==> src/rtl/stt_pkg.sv <==
// Shared types and constants of the source text tokenizer.
package stt_pkg;

  localparam int KindW = 6;

  localparam logic [KindW-1:0] K_END        = 6'd0;
  localparam logic [KindW-1:0] K_IDENT      = 6'd1;
  localparam logic [KindW-1:0] K_IF         = 6'd2;
  localparam logic [KindW-1:0] K_THEN       = 6'd3;
  localparam logic [KindW-1:0] K_ELSE       = 6'd4;
  localparam logic [KindW-1:0] K_WHILE      = 6'd5;
  localparam logic [KindW-1:0] K_INT_KW     = 6'd6;
  localparam logic [KindW-1:0] K_DOUBLE     = 6'd7;
  localparam logic [KindW-1:0] K_BOOL       = 6'd8;
  localparam logic [KindW-1:0] K_TRUEFALSE  = 6'd9;
  localparam logic [KindW-1:0] K_STRING_KW  = 6'd10;
  localparam logic [KindW-1:0] K_VOID       = 6'd11;
  localparam logic [KindW-1:0] K_RETURN     = 6'd12;
  localparam logic [KindW-1:0] K_FN         = 6'd13;
  localparam logic [KindW-1:0] K_BREAK      = 6'd14;
  localparam logic [KindW-1:0] K_CONTINUE   = 6'd15;
  localparam logic [KindW-1:0] K_FOR        = 6'd16;
  localparam logic [KindW-1:0] K_IN         = 6'd17;
  localparam logic [KindW-1:0] K_STEP       = 6'd18;
  localparam logic [KindW-1:0] K_ELSEIF     = 6'd19;
  localparam logic [KindW-1:0] K_STR_BEGIN  = 6'd20;
  localparam logic [KindW-1:0] K_STR_BYTE   = 6'd21;
  localparam logic [KindW-1:0] K_STR_END    = 6'd22;
  localparam logic [KindW-1:0] K_INT        = 6'd23;
  localparam logic [KindW-1:0] K_NUMBER     = 6'd24;
  localparam logic [KindW-1:0] K_RANGE      = 6'd25;
  localparam logic [KindW-1:0] K_EQ         = 6'd26;
  localparam logic [KindW-1:0] K_ASSIGN     = 6'd27;
  localparam logic [KindW-1:0] K_NEQ        = 6'd28;
  localparam logic [KindW-1:0] K_GEQ        = 6'd29;
  localparam logic [KindW-1:0] K_LEQ        = 6'd30;
  localparam logic [KindW-1:0] K_AND        = 6'd31;
  localparam logic [KindW-1:0] K_OR         = 6'd32;
  localparam logic [KindW-1:0] K_INC        = 6'd33;
  localparam logic [KindW-1:0] K_ADD_ASSIGN = 6'd34;
  localparam logic [KindW-1:0] K_DEC        = 6'd35;
  localparam logic [KindW-1:0] K_SUB_ASSIGN = 6'd36;
  localparam logic [KindW-1:0] K_MUL_ASSIGN = 6'd37;
  localparam logic [KindW-1:0] K_MOD_ASSIGN = 6'd38;
  localparam logic [KindW-1:0] K_DIV_ASSIGN = 6'd39;
  localparam logic [KindW-1:0] K_SINGLE     = 6'd40;
  localparam logic [KindW-1:0] K_ERROR      = 6'd41;

  localparam logic [62:0] IntSat = {63{1'b1}};
  // Largest accumulator value that may still take another digit without overflow.
  localparam logic [62:0] IntLim = 63'(64'h7FFF_FFFF_FFFF_FFFF / 64'd10);

  typedef enum logic [9:0] {
    M_IDLE    = 10'b0000000001,
    M_IDENT   = 10'b0000000010,
    M_NUMBER  = 10'b0000000100,
    M_NUMDOT  = 10'b0000001000,
    M_DOT     = 10'b0000010000,
    M_SLASH   = 10'b0000100000,
    M_OP      = 10'b0001000000,
    M_STRING  = 10'b0010000000,
    M_ESC     = 10'b0100000000,
    M_COMMENT = 10'b1000000000
  } mode_t;

  function automatic logic is_digit(input logic [7:0] c);
    return c inside {[8'h30:8'h39]};
  endfunction

  function automatic logic is_alpha(input logic [7:0] c);
    return c inside {[8'h61:8'h7A], [8'h41:8'h5A]};
  endfunction

  function automatic logic is_space(input logic [7:0] c);
    return c inside {8'h20, [8'h09:8'h0D]};
  endfunction

  function automatic logic is_op_char(input logic [7:0] c);
    return c inside {"=", "!", ">", "<", "&", "|", "+", "-", "*", "%"};
  endfunction

  function automatic logic [KindW-1:0] op_pair(input logic [7:0] p, input logic [7:0] c);
    logic [KindW-1:0] k;
    k = K_END;
    if (c == "=") begin
      case (p)
        "=": k = K_EQ;
        "!": k = K_NEQ;
        ">": k = K_GEQ;
        "<": k = K_LEQ;
        "+": k = K_ADD_ASSIGN;
        "-": k = K_SUB_ASSIGN;
        "*": k = K_MUL_ASSIGN;
        "%": k = K_MOD_ASSIGN;
        default: k = K_END;
      endcase
    end else if (p == c) begin
      case (p)
        "&": k = K_AND;
        "|": k = K_OR;
        "+": k = K_INC;
        "-": k = K_DEC;
        default: k = K_END;
      endcase
    end
    return k;
  endfunction

  // Operation queued from the front part to the back part.
  typedef struct packed {
    logic             is_word;
    logic [KindW-1:0] kind;
    logic [7:0]       code;
    logic             last;
    logic [15:0]      line;
    logic [15:0]      column;
  } op_t;

endpackage

==> src/rtl/stt_front.sv <==
// Front part: character classification, position tracking and token decisions.
module stt_front import stt_pkg::*; #(
  parameter int KEYWORD_CHARS = 8,
  parameter int POSITION_BITS = 16
) (
  input  logic                     clk,
  input  logic                     rst,
  input  logic                     take,
  input  logic [7:0]               char_byte,
  input  logic                     end_of_input,
  output op_t [2:0]                ops,
  output logic [1:0]               op_count,
  output logic [KEYWORD_CHARS*8-1:0] word,
  output logic [$clog2(KEYWORD_CHARS+2)-1:0] word_len,
  output logic [62:0]              number
);

  localparam int LenW = $clog2(KEYWORD_CHARS + 2);
  localparam logic [LenW-1:0] KwLen = LenW'(KEYWORD_CHARS);
  localparam logic [POSITION_BITS-1:0] PosMax = {POSITION_BITS{1'b1}};

  mode_t mode, mode_next;
  logic [7:0] kbuf [KEYWORD_CHARS];
  logic [LenW-1:0] ident_length, ident_length_next;
  logic [62:0] number_accum, number_accum_next;
  logic number_has_dot, number_has_dot_next;
  logic [7:0] pending_char, pending_char_next;
  logic [POSITION_BITS-1:0] line_count, line_count_next, column_count, column_count_next;
  logic [POSITION_BITS-1:0] token_line, token_line_next, token_column, token_column_next;
  logic kbuf_we;
  logic [7:0] kbuf_wd;
  logic [LenW-1:0] kbuf_wa;
  op_t [2:0] ops_c;
  logic [1:0] n;

  function automatic logic [62:0] acc_digit(input logic [62:0] a, input logic [7:0] c);
    logic [3:0] d;
    d = c[3:0];
    if (a < IntLim || (a == IntLim && d <= 4'd7)) return 63'(a * 63'd10) + 63'(d);
    return IntSat;
  endfunction

  always_comb begin
    logic [7:0] c;
    logic [POSITION_BITS-1:0] prev;
    logic [15:0] tl, tc;
    logic done, keep;
    logic [KindW-1:0] k;
    c = char_byte;
    prev = column_count;
    done = 1'b0;
    keep = 1'b0;
    k = K_END;
    mode_next = mode;
    ident_length_next = ident_length;
    number_accum_next = number_accum;
    number_has_dot_next = number_has_dot;
    pending_char_next = pending_char;
    line_count_next = line_count;
    column_count_next = column_count;
    token_line_next = token_line;
    token_column_next = token_column;
    kbuf_we = 1'b0;
    kbuf_wd = c;
    kbuf_wa = '0;
    ops_c = '0;
    n = 2'd0;
    tl = 16'(token_line);
    tc = 16'(token_column);
    for (int i = 0; i < 3; i++) begin
      ops_c[i].line = tl;
      ops_c[i].column = tc;
    end
    if (end_of_input) begin
      ops_c[0].kind = K_SINGLE;
      case (mode)
        M_IDENT: begin
          ops_c[0].is_word = 1'b1;
          n = 2'd1;
        end
        M_NUMBER: begin
          ops_c[0].kind = number_has_dot ? K_NUMBER : K_INT;
          n = 2'd1;
        end
        M_NUMDOT: begin
          number_has_dot_next = 1'b1;
          ops_c[0].kind = K_NUMBER;
          n = 2'd1;
        end
        M_DOT: begin
          ops_c[0].code = ".";
          n = 2'd1;
        end
        M_SLASH: begin
          ops_c[0].code = "/";
          n = 2'd1;
        end
        M_OP: begin
          if (pending_char == "=") ops_c[0].kind = K_ASSIGN;
          else ops_c[0].code = pending_char;
          n = 2'd1;
        end
        M_STRING, M_ESC: begin
          ops_c[0].kind = K_ERROR;
          n = 2'd1;
          keep = 1'b1;
        end
        M_COMMENT: keep = 1'b1;
        default: n = 2'd0;
      endcase
      if (!keep) begin
        token_line_next = line_count;
        token_column_next = column_count;
        ops_c[n].line = 16'(line_count);
        ops_c[n].column = 16'(column_count);
      end
      ops_c[n].kind = K_END;
      ops_c[n].code = '0;
      ops_c[n].is_word = 1'b0;
      n = n + 2'd1;
      mode_next = M_IDLE;
    end else begin
      column_count_next = (column_count != PosMax) ? column_count + 1'b1 : PosMax;
      // At most three passes: a token is closed, then the byte is taken up afresh.
      for (int pass = 0; pass < 3; pass++) begin
        if (!done) begin
          case (mode_next)
            M_IDENT: begin
              if (is_alpha(c) || is_digit(c) || c == "_") begin
                if (ident_length_next < KwLen) begin
                  kbuf_we = 1'b1;
                  kbuf_wa = ident_length_next;
                end
                if (ident_length_next <= KwLen) ident_length_next = ident_length_next + 1'b1;
                done = 1'b1;
              end else begin
                ops_c[n].is_word = 1'b1;
                n = n + 2'd1;
                mode_next = M_IDLE;
              end
            end
            M_NUMBER: begin
              if (is_digit(c)) begin
                number_accum_next = acc_digit(number_accum_next, c);
                done = 1'b1;
              end else if (c == ".") begin
                mode_next = M_NUMDOT;
                done = 1'b1;
              end else begin
                ops_c[n].kind = number_has_dot_next ? K_NUMBER : K_INT;
                n = n + 2'd1;
                mode_next = M_IDLE;
              end
            end
            M_NUMDOT: begin
              if (c == ".") begin
                ops_c[n].kind = number_has_dot_next ? K_NUMBER : K_INT;
                ops_c[n+1].kind = K_RANGE;
                ops_c[n+1].line = 16'(line_count);
                ops_c[n+1].column = 16'(prev);
                n = n + 2'd2;
                mode_next = M_IDLE;
                done = 1'b1;
              end else begin
                number_has_dot_next = 1'b1;
                mode_next = M_NUMBER;
              end
            end
            M_DOT: begin
              if (c == ".") begin
                ops_c[n].kind = K_RANGE;
                n = n + 2'd1;
                mode_next = M_IDLE;
                done = 1'b1;
              end else if (is_digit(c)) begin
                mode_next = M_NUMBER;
                number_has_dot_next = 1'b1;
                number_accum_next = 63'(c[3:0]);
                done = 1'b1;
              end else begin
                ops_c[n].kind = K_SINGLE;
                ops_c[n].code = ".";
                n = n + 2'd1;
                mode_next = M_IDLE;
              end
            end
            M_SLASH: begin
              if (c == "/") begin
                mode_next = M_COMMENT;
                done = 1'b1;
              end else if (c == "=") begin
                ops_c[n].kind = K_DIV_ASSIGN;
                n = n + 2'd1;
                mode_next = M_IDLE;
                done = 1'b1;
              end else begin
                ops_c[n].kind = K_SINGLE;
                ops_c[n].code = "/";
                n = n + 2'd1;
                mode_next = M_IDLE;
              end
            end
            M_OP: begin
              k = op_pair(pending_char, c);
              if (k != K_END) begin
                ops_c[n].kind = k;
                done = 1'b1;
              end else if (pending_char == "=") begin
                ops_c[n].kind = K_ASSIGN;
              end else begin
                ops_c[n].kind = K_SINGLE;
                ops_c[n].code = pending_char;
              end
              n = n + 2'd1;
              mode_next = M_IDLE;
            end
            M_STRING: begin
              done = 1'b1;
              if (c == 8'h22) begin
                ops_c[n].kind = K_STR_END;
                n = n + 2'd1;
                mode_next = M_IDLE;
              end else if (c == 8'h5C) begin
                mode_next = M_ESC;
              end else begin
                ops_c[n].kind = K_STR_BYTE;
                ops_c[n].code = c;
                n = n + 2'd1;
              end
            end
            M_ESC: begin
              done = 1'b1;
              mode_next = M_STRING;
              ops_c[n].kind = K_STR_BYTE;
              ops_c[n].code = (c == "n") ? 8'h0A : (c == "t") ? 8'h09 : c;
              n = n + 2'd1;
            end
            M_COMMENT: begin
              if (c == 8'h0A || c == 8'h0D) mode_next = M_IDLE;
              else done = 1'b1;
            end
            default: begin
              done = 1'b1;
              if (is_space(c)) begin
                if (c == 8'h0A) begin
                  line_count_next = (line_count != PosMax) ? line_count + 1'b1 : PosMax;
                  column_count_next = '0;
                end
                mode_next = M_IDLE;
              end else begin
                token_line_next = line_count;
                token_column_next = column_count_next;
                ops_c[n].line = 16'(line_count);
                ops_c[n].column = 16'(column_count_next);
                if (is_alpha(c)) begin
                  mode_next = M_IDENT;
                  kbuf_we = 1'b1;
                  kbuf_wa = '0;
                  ident_length_next = LenW'(1);
                end else if (c == 8'h22) begin
                  mode_next = M_STRING;
                  ops_c[n].kind = K_STR_BEGIN;
                  n = n + 2'd1;
                end else if (c == ".") begin
                  mode_next = M_DOT;
                end else if (is_digit(c)) begin
                  mode_next = M_NUMBER;
                  number_has_dot_next = 1'b0;
                  number_accum_next = 63'(c[3:0]);
                end else if (is_op_char(c)) begin
                  mode_next = M_OP;
                  pending_char_next = c;
                end else if (c == "/") begin
                  mode_next = M_SLASH;
                end else begin
                  mode_next = M_IDLE;
                  ops_c[n].kind = K_SINGLE;
                  ops_c[n].code = c;
                  n = n + 2'd1;
                end
              end
            end
          endcase
        end
      end
    end
    if (n != 2'd0) ops_c[n-2'd1].last = 1'b1;
  end

  always_ff @(posedge clk) begin
    if (rst) begin
      mode <= M_IDLE;
      ident_length <= '0;
      number_accum <= '0;
      number_has_dot <= 1'b0;
      pending_char <= '0;
      line_count <= POSITION_BITS'(1);
      column_count <= '0;
      token_line <= POSITION_BITS'(1);
      token_column <= '0;
    end else if (take) begin
      mode <= mode_next;
      ident_length <= ident_length_next;
      number_accum <= number_accum_next;
      number_has_dot <= number_has_dot_next;
      pending_char <= pending_char_next;
      line_count <= line_count_next;
      column_count <= column_count_next;
      token_line <= token_line_next;
      token_column <= token_column_next;
    end
  end

  always_ff @(posedge clk) begin
    if (take && kbuf_we) kbuf[kbuf_wa[$clog2(KEYWORD_CHARS)-1:0]] <= kbuf_wd;
  end

  // The word and value seen by a queued op are those before this byte is applied.
  always_comb begin
    for (int i = 0; i < KEYWORD_CHARS; i++) word[i*8 +: 8] = kbuf[i];
  end

  assign ops = ops_c;
  assign op_count = n;
  assign word_len = ident_length;
  assign number = number_accum;

endmodule

==> src/rtl/stt_back.sv <==
// Back part: keyword matching and result formatting from the operation queue.
module stt_back import stt_pkg::*; #(
  parameter int KEYWORD_CHARS = 8
) (
  input  op_t                      op,
  input  logic [KEYWORD_CHARS*8-1:0] word,
  input  logic [$clog2(KEYWORD_CHARS+2)-1:0] word_len,
  input  logic [62:0]              number,
  output logic [5:0]               token_kind,
  output logic [7:0]               char_code,
  output logic [62:0]              int_value,
  output logic                     bool_value,
  output logic [15:0]              start_line,
  output logic [15:0]              start_column,
  output logic                     last
);

  localparam int LenW = $clog2(KEYWORD_CHARS + 2);

  function automatic logic kw_is(input logic [KEYWORD_CHARS*8-1:0] w,
                                 input logic [LenW-1:0] l, input logic [63:0] s,
                                 input int sl);
    logic m;
    m = (l == LenW'(sl));
    for (int i = 0; i < 8; i++)
      if (i < sl && i < KEYWORD_CHARS && w[i*8 +: 8] != s[(sl-1-i)*8 +: 8]) m = 1'b0;
    return m;
  endfunction

  always_comb begin
    logic [KindW-1:0] kk;
    logic bv;
    kk = K_IDENT;
    bv = 1'b0;
    if      (kw_is(word, word_len, 64'("if"), 2))       kk = K_IF;
    else if (kw_is(word, word_len, 64'("then"), 4))     kk = K_THEN;
    else if (kw_is(word, word_len, 64'("else"), 4))     kk = K_ELSE;
    else if (kw_is(word, word_len, 64'("while"), 5))    kk = K_WHILE;
    else if (kw_is(word, word_len, 64'("int"), 3))      kk = K_INT_KW;
    else if (kw_is(word, word_len, 64'("float"), 5))    kk = K_DOUBLE;
    else if (kw_is(word, word_len, 64'("double"), 6))   kk = K_DOUBLE;
    else if (kw_is(word, word_len, 64'("bool"), 4))     kk = K_BOOL;
    else if (kw_is(word, word_len, 64'("true"), 4)) begin
      kk = K_TRUEFALSE;
      bv = 1'b1;
    end
    else if (kw_is(word, word_len, 64'("false"), 5))    kk = K_TRUEFALSE;
    else if (kw_is(word, word_len, 64'("string"), 6))   kk = K_STRING_KW;
    else if (kw_is(word, word_len, 64'("void"), 4))     kk = K_VOID;
    else if (kw_is(word, word_len, 64'("return"), 6))   kk = K_RETURN;
    else if (kw_is(word, word_len, 64'("fn"), 2))       kk = K_FN;
    else if (kw_is(word, word_len, 64'("break"), 5))    kk = K_BREAK;
    else if (kw_is(word, word_len, 64'("continue"), 8)) kk = K_CONTINUE;
    else if (kw_is(word, word_len, 64'("for"), 3))      kk = K_FOR;
    else if (kw_is(word, word_len, 64'("in"), 2))       kk = K_IN;
    else if (kw_is(word, word_len, 64'("step"), 4))     kk = K_STEP;
    else if (kw_is(word, word_len, 64'("elseif"), 6))   kk = K_ELSEIF;
    token_kind = op.is_word ? kk : op.kind;
    bool_value = op.is_word & bv;
    char_code = op.code;
    int_value = (!op.is_word && op.kind == K_INT) ? number : '0;
    start_line = op.line;
    start_column = op.column;
    last = op.last;
  end

endmodule

==> src/rtl/source_text_tokenizer_core.sv <==
// Top level of the source text tokenizer: front part, op queue and back part.
// One source byte or end mark is taken per cycle while the queue has room for the up
// to two results that one byte or end mark can cause; results leave one per cycle, so the
// sustained rate is one byte a cycle when each byte gives at most one token, and the output
// side, one token per pop, sets the pace otherwise. A queued token keeps a copy of the word
// buffer and number value it needs, so the front part runs on independently.
module source_text_tokenizer_core import stt_pkg::*; #(
  parameter int KEYWORD_CHARS = 8,
  parameter int POSITION_BITS = 16
) (
  input  logic        clk,
  input  logic        rst,
  input  logic        push,
  output logic        full,
  input  logic [7:0]  char_byte,
  input  logic        end_of_input,
  output logic        empty,
  input  logic        pop,
  output logic [5:0]  token_kind,
  output logic [7:0]  char_code,
  output logic [62:0] int_value,
  output logic        bool_value,
  output logic [15:0] start_line,
  output logic [15:0] start_column,
  output logic        last
);

  localparam int LenW = $clog2(KEYWORD_CHARS + 2);
  localparam int Depth = 4;
  localparam int EntW = $bits(op_t) + KEYWORD_CHARS*8 + LenW + 63;

  op_t [2:0] ops;
  logic [1:0] op_count;
  logic [KEYWORD_CHARS*8-1:0] word;
  logic [LenW-1:0] word_len;
  logic [62:0] number;
  logic take, deq;
  logic [EntW-1:0] q [Depth];
  logic [1:0] rd, wr;
  logic [2:0] cnt;
  logic [EntW-1:0] head;
  op_t head_op;
  logic [KEYWORD_CHARS*8-1:0] head_word;
  logic [LenW-1:0] head_len;
  logic [62:0] head_num;

  stt_front #(.KEYWORD_CHARS(KEYWORD_CHARS), .POSITION_BITS(POSITION_BITS)) u_front (
    .clk, .rst, .take, .char_byte, .end_of_input,
    .ops, .op_count, .word, .word_len, .number
  );

  // Room for the largest burst of two results without counting on the head being taken.
  assign full = (cnt > 3'd1);
  assign take = push && !full;
  assign empty = (cnt == 3'd0);
  assign deq = pop && !empty;

  always_ff @(posedge clk) begin
    if (rst) begin
      rd <= '0;
      wr <= '0;
      cnt <= '0;
    end else begin
      rd <= rd + 2'(deq);
      wr <= wr + (take ? op_count : 2'd0);
      cnt <= cnt + (take ? 3'(op_count) : 3'd0) - 3'(deq);
    end
  end

  always_ff @(posedge clk) begin
    if (take) begin
      for (int i = 0; i < 3; i++)
        if (2'(i) < op_count) q[wr + 2'(i)] <= {ops[i], word, word_len, number};
    end
  end

  assign head = q[rd];
  assign {head_op, head_word, head_len, head_num} = head;

  stt_back #(.KEYWORD_CHARS(KEYWORD_CHARS)) u_back (
    .op(head_op), .word(head_word), .word_len(head_len), .number(head_num),
    .token_kind, .char_code, .int_value, .bool_value, .start_line, .start_column, .last
  );

  assert property (@(posedge clk) disable iff (rst) cnt <= 3'(Depth))
    else $error("op queue overflow");
  assert property (@(posedge clk) disable iff (rst) (take && end_of_input) |-> op_count != 2'd0)
    else $error("end mark gave no result");
  assert property (@(posedge clk) disable iff (rst) !empty && !deq && !take |=> !empty)
    else $error("queued result lost");

endmodule

==> config.mk <==
export PLATFORM = sky130hd
export DESIGN_NAME = source_text_tokenizer_core
export DESIGN_NICKNAME = d
export VERILOG_FILES = /design/src/rtl/stt_pkg.sv /design/src/rtl/stt_front.sv /design/src/rtl/stt_back.sv /design/src/rtl/source_text_tokenizer_core.sv
export SDC_FILE = /design/constraint.sdc
export NUM_CORES = 2
export LEC_CHECK = 0
export BUFFER_PORTS_ARGS = -buffer_cell sky130_fd_sc_hd__buf_2
export CAP_MARGIN = 20
export CORE_MARGIN = 5
export CORE_UTILIZATION = 50
export CTS_CLUSTER_SIZE = 8
export DETAILED_ROUTE_END_ITERATION = 10
export PLACE_DENSITY = 0.68
export REMOVE_ABC_BUFFERS = 1
export SLEW_MARGIN = 5
export SYNTH_ARGS = -nofsm -noshare
export SYNTH_HDL_FRONTEND = slang
export SYNTH_SLANG_ARGS = --single-unit
==> constraint.sdc <==
create_clock -name clk -period 18.9 [get_ports clk]
set_clock_uncertainty 0.2 [all_clocks]
set_input_delay 1.89 -clock clk [delete_from_list [all_inputs] [get_ports clk]]
set_output_delay 1.89 -clock clk [all_outputs]
set_load 0.05 [all_outputs]
Yosys cells after proc, flatten, opt, wreduce, memory -nomap -nowiden
Memory sizes are Yosys's and may differ from the RTL's. A register that Yosys moved wholly into a read port is not among the register bits.
Cells that the tools add are included.
{ "totals": {"register_bits": 157, "ramBits": 780, "in_bits": 13, "word_cells": 1089, "mem_count": 2} }
{ "memory_table": {"columns": ["name", "depth", "width", "rd", "rd_clocked_by_memory_dff", "wr", "line", "source"], "rows": [
  ["q", 4, 179, 1, 1, 2, "source_text_tokenizer_core.sv:38", "logic [EntW-1:0] q [Depth];"],
  ["u_front.kbuf", 8, 8, 8, 0, 1, "stt_front.sv:23", "logic [7:0] kbuf [KEYWORD_CHARS];"]
]} }
{ "op_classes": {"addsub": 22, "mul": 3, "order_cmp": 34, "n_eq_ne": 125, "mux": 831, "n_bitwise": 2, "n_reduce_logical": 58} }
{ "op_table": {"columns": ["cell", "n"], "rows": [
  ["144-bit bitwise mux", 50],
  ["144-bit 2-to-1 mux", 45],
  ["144-bit case mux with 9 select lines", 2],
  ["48-bit demux with 2-bit select", 22],
  ["63-bit 2-to-1 mux", 29],
  ["16-bit 2-to-1 mux", 51],
  ["63-bit case mux with 3 select lines", 3],
  ["8-bit by 7-bit != test with 1-bit output (second input constant)", 53],
  ["1-bit 2-to-1 mux", 382],
  ["32-bit 2-to-1 mux", 10],
  ["47-bit 2-to-1 mux", 6],
  ["10-bit 2-to-1 mux", 27],
  ["10-bit case mux with 9 select lines", 3],
  ["6-bit 2-to-1 mux", 43],
  ["8-bit 2-to-1 mux", 31],
  ["63-bit by 4-bit adder with 63-bit output", 3],
  ["63-bit by 60-bit equality test with 1-bit output (second input constant)", 3],
  ["63-bit by 60-bit < comparator with 1-bit output (second input constant)", 3],
  ["63-bit by 3-bit multiplier with 62-bit output (second input constant)", 3],
  ["179-bit 2-to-1 mux", 1],
  ["179-bit OR reduction", 1],
  ["8-bit by 6-bit equality test with 1-bit output (second input constant)", 22],
  ["48-bit 2-to-1 mux", 3],
  ["41-bit 2-to-1 mux", 3],
  ["79 further kinds", 276]
]} }

Longest topological paths before layout
{ "logic_depth": {"depth_word": 216, "mapped_depth": 35} }

Modules after synthesis
From an unflattened synthesis, not the netlist that was laid out.
{ "hier_totals": {"cells_unflattened": 6797, "area_unflattened_um2": 65734.3} }
{ "by_module_without_submodules": {"columns": ["mod", "n_inst", "cells_per_inst", "area_per_inst_um2", "seq_area_each_um2"], "rows": [
  ["source_text_tokenizer_core", 1, 1921, 32035.7, 21640.8],
  ["stt_front", 1, 4557, 31531.5, 4924.7],
  ["stt_back", 1, 319, 2167.1, 0.0]
]} }

Worst setup path before layout
OpenSTA, ideal clock, no wires.
{ "synth_timing": {"path_kind": "input to register", "start": "input port char_byte[6]", "end": "memory q[2][0] in the netlist's numbering (enable)", "setup_time_ns": 0.965, "t_arrival_ns": 19.516, "required_time_ns": 17.735, "slack_ns": -1.781, "cell_stages": 25, "n_path_buf": 2, "path_cell_list": "clkbuf_1 -> nor3b_1 -> nand2b_1 -> nor3_1 -> nor2_1 -> a2111oi_0 -> o21ai_0 -> or3_1 -> ha_1 -> nor2_1 -> nor2_1 -> nor3_1 -> or3_1 -> a21oi_1 -> inv_1 -> ha_1 -> nor2_1 -> a211oi_1 -> or2_2 -> and2_1 -> clkbuf_1 -> clkinv_1 -> mux2i_1 -> a21oi_1 -> o21ai_0"} }
{ "synth_lines": {"columns": ["element", "line", "source"], "rows": [
  ["start, declared", "source_text_tokenizer_core.sv:15", "input logic [7:0] char_byte,"],
  ["end, declared", "source_text_tokenizer_core.sv:38", null]
]} }

Final worst setup path
{ "layout_timing": {"start": "input port char_byte[5]", "end": "register u_front.number_accum[59], in the netlist u_front.number[59]"} }
{ "layout_via": {"elab_chain_len": 34} }
{ "layout_rtl": {"columns": ["element", "line", "source"], "rows": [
  ["branches (longest 33 deep; another with 63-bit by 3-bit multiplier with 62-bit output)", null, null],
  ["63-bit 2-to-1 mux (*)", "stt_front.sv:126", "if (!done) begin"],
  ["end signal, assigned", "stt_front.sv:304", "number_accum <= number_accum_next;"],
  ["end, declared", "stt_front.sv:25", "logic [62:0] number_accum, number_accum_next;"]
]} }
Every way passes the cells marked *. The select of a mux whose other input is x is not followed.
A chain may end at the register's enable or synchronous reset.

==> impl_metrics.ini <==
[status]
status = completed

[yosys]
yosysMostFrequentCell = edfxtp_1
synth_area_per_cell_um2 = 9.86
syn_area_um2 = 60600
yosys.area.top_type_share_pct = 38.7
syn_inst = 6144
synth_edf_count = 780
ys_seq_area_share_pct = 43.9
synth.distinct_cells = 111
synthArstFlopShare_pct = 0
yosysTopAreaCell = edfxtp_1
synthFlopType = edfxtp_1
ys_ff_latch = 937
synthTopCellsByArea = edfxtp_1, mux4_2, ha_1
synth_common_cells = edfxtp_1, nor2_1, nand2_1
ys.warnings.count = 0

[setup_path]
worstPathArrival_ps = 11640
worstSetupPathType = in2reg
cp-end-kind = flop
cp_max_fo = 47
r2r-start = u_front.number[3]
rr_worst_depth = 31
critPathSlowestCell = and3_2
rrSetupSlack_ps = 7700
cp_common_cell = buf_4
cp.required_ps = 19310
r2r-end = u_front.number[59]
slowest_delay_ps = 850
cp-start-kind = input pin

[detailed_routing]
routed_via_density = 6.62
route.top_layer_used = met4
m1WireLength_um = 80300
drtIter0Drc = 6112
dr.pass1.iters = 7
ant_nets = 0
wl_per_cell_um = 25.4
drc_errors = 0
met3WireLength_um = 17800
vias = 51723
wl_met2_um = 90300
wl_um = 198000

[clocking]
numClockSinks = 937
cts_hold_buf = 0
root_buffer = clkbuf_16
postCtsSetupBuffers = 0
htreeDepth = 4
numCtsBuffers = 137
clkTransAtPathRegs_ps = 50
cts_resized = 0
cts_tree = built
clockBufferDepth = 3
clk_latency_ps = 780

[cells_and_area]
drive_gt1_share_pct = 11.1
nFillCells = 10639
fin_nets = 6396
syn2layout_area_growth_pct = 10.4
stdcell_area_um2 = 66800

[global_route]
grtUsageTotal_pct = 30.2
grt_max_degree = 131
antenna_found_initial = 3
overflow = 0
grt_pass1_wl_um = 300000
grt_pass1_vias = 49759

[timing]
fin_crit_sh_pct = 59.4
hold_slack_ps = 283
worstMarginPinSlew_ps = 1190
drv_slew = 0
slew_headroom_pct = 20.7
fmax_mhz = 89.1
min_period_ps = 11230
fin_ws_ps = 7670
hold_violations = 0
final-setup-viol-count = 0
rsz0062_at_grt = no

[floorplanning]
initial_core_util_pct = 50.4
num_rows = 127
core-area_um2 = 120000
die_h_um = 358
die_area_um2 = 128000
die-width_um = 358
io_pins = 126

[pwr]
peakVddDrop_mv = 0.100
pwr-share-clk_pct = 33.3
p_sw_w = 0.00234
combPwrFrac_pct = 28.1
intPower_w = 0.00457
power_w = 0.00690
seqPwrFrac_pct = 38.6
pwr_density_cell_nw_per_um2 = 103
swShare_pct = 33.8
p_leak_nw = 24.5

[place]
place_area_um2 = 62800
hpwl_um = 135000
post-place-ws_ps = 7140
port_buffers = 125
gp_congestion = 0.982

[hold_path]
min_path_cells = 0
hold_path.class = reg2reg
holdPathEnd = q[1][68]
hold_start = u_front.kbuf[0][1]

[job]
cap_violations = 0
-- sequential cells by signal, summed over array words and instances (netlist names) --
| name | count |
|---|---|
| q | 716 |
| u_front.number_has_dot | 1 |
| u_front.kbuf | 64 |
| u_front.mode | 10 |
| u_front.word_len | 4 |
| cnt | 3 |
| u_front.number | 63 |
| u_front.token_column | 16 |
| u_front.line_count | 16 |
| u_front.column_count | 16 |
| rd | 2 |
| wr | 2 |
| u_front.pending_char | 8 |
| u_front.token_line | 16 |
-- per-stage QoR --
| stage | std cells | TNS [ps] | utilization [%] |
|---|---|---|---|
| after floorplan | 5732 | -1677990 | - |
| after global placement | 7592 | 0 | 52.2 |
| after detailed placement | 7593 | 0 | 52.3 |
| after CTS | 7809 | 0 | 55.6 |
| after global routing | 7811 | 0 | 55.6 |
| final | 7813 | 0 | 55.6 |
-- worst max path at each step --
stage | end | from
after global placement | u_front.number[56] | char_byte[2]
after global routing | u_front.number[59] | u_front.number[3]
final | u_front.number[59] | char_byte[5]
after floorplan | q[2][0] | char_byte[6]
after detailed placement | u_front.number[59] | char_byte[2]
after CTS | u_front.number[59] | u_front.number[3]
-- critical path: cells and delay by family --
kind	cells	cell delay, ps
and+or+nand+nor	13	5210
AOI/OAI and AO/OA	10	2040
adders and majority gates	2	740
xor gates and xnor gates	2	400
buffers and inverters	4	1280
-- power by group through the flow --
stage                     combinational, W  clock [W]  sequential, W
after floorplan                    0.00138          0        0.00275
after global placement             0.00191          0        0.00268
after detailed placement           0.00192          0        0.00270
after CTS                          0.00193    0.00234        0.00266
after global routing               0.00208    0.00244        0.00268
final                              0.00194    0.00230        0.00266
-- layer usage --
metal	global-route usage (%)	up-vias
met3	5.52	554
li1	-	23457
met4	14.4	0
met5	0	-
met1	40.2	24949
met2	48.2	2763
-- cell usage in the layout, fill, tap and decap left out, types with 54 or more instances in the layout --
cell and instances:
nor3_1 166, buf_2 123, edfxtp_1 780, o31ai_1 70, o211ai_1 78, dfxtp_1 155, buf_4 121, clkbuf_16 139
nand3_1 165, nand2_1 585, clkbuf_1 59, nand4_1 93, o21ai_0 436, and3_1 54, ha_1 256, nor4_1 67
and2_1 61, xnor2_1 138, inv_1 88, nor2b_1 105, nor2_1 600, a21o_1 78, a211oi_1 76, mux4_2 144
a31oi_1 111, a21oi_1 410, mux2i_1 163
-- cells by family after synthesis --
| family | count (synthesis) | synth area share (%) |
|---|---|---|
| and+or+nand+nor | 2239 | 18.4 |
| AOI/OAI and AO/OA | 1665 | 17.5 |
| DFF | 937 | 43.9 |
| buffers and inverters | 502 | 3.17 |
| muxes | 346 | 8.77 |
| adders and majority gates | 262 | 5.47 |
| xor gates and xnor gates | 193 | 2.84 |
-- area by class of cell --
type | count | area, um^2 | area share (%)
clock inverters | 17 | 325 | 0.487
clock buffers | 199 | 3710 | 5.56
inverters | 90 | 338 | 0.505
well taps | 1612 | 2020 | 3.02
flip-flops and latches | 937 | 26600 | 39.8
diodes | 2 | 5.00 | 0.00749
repair buffers | 251 | 1640 | 2.45
multi-input cells | 4705 | 32200 | 48.2
Note: power is estimated with default switching activity, not from simulation.
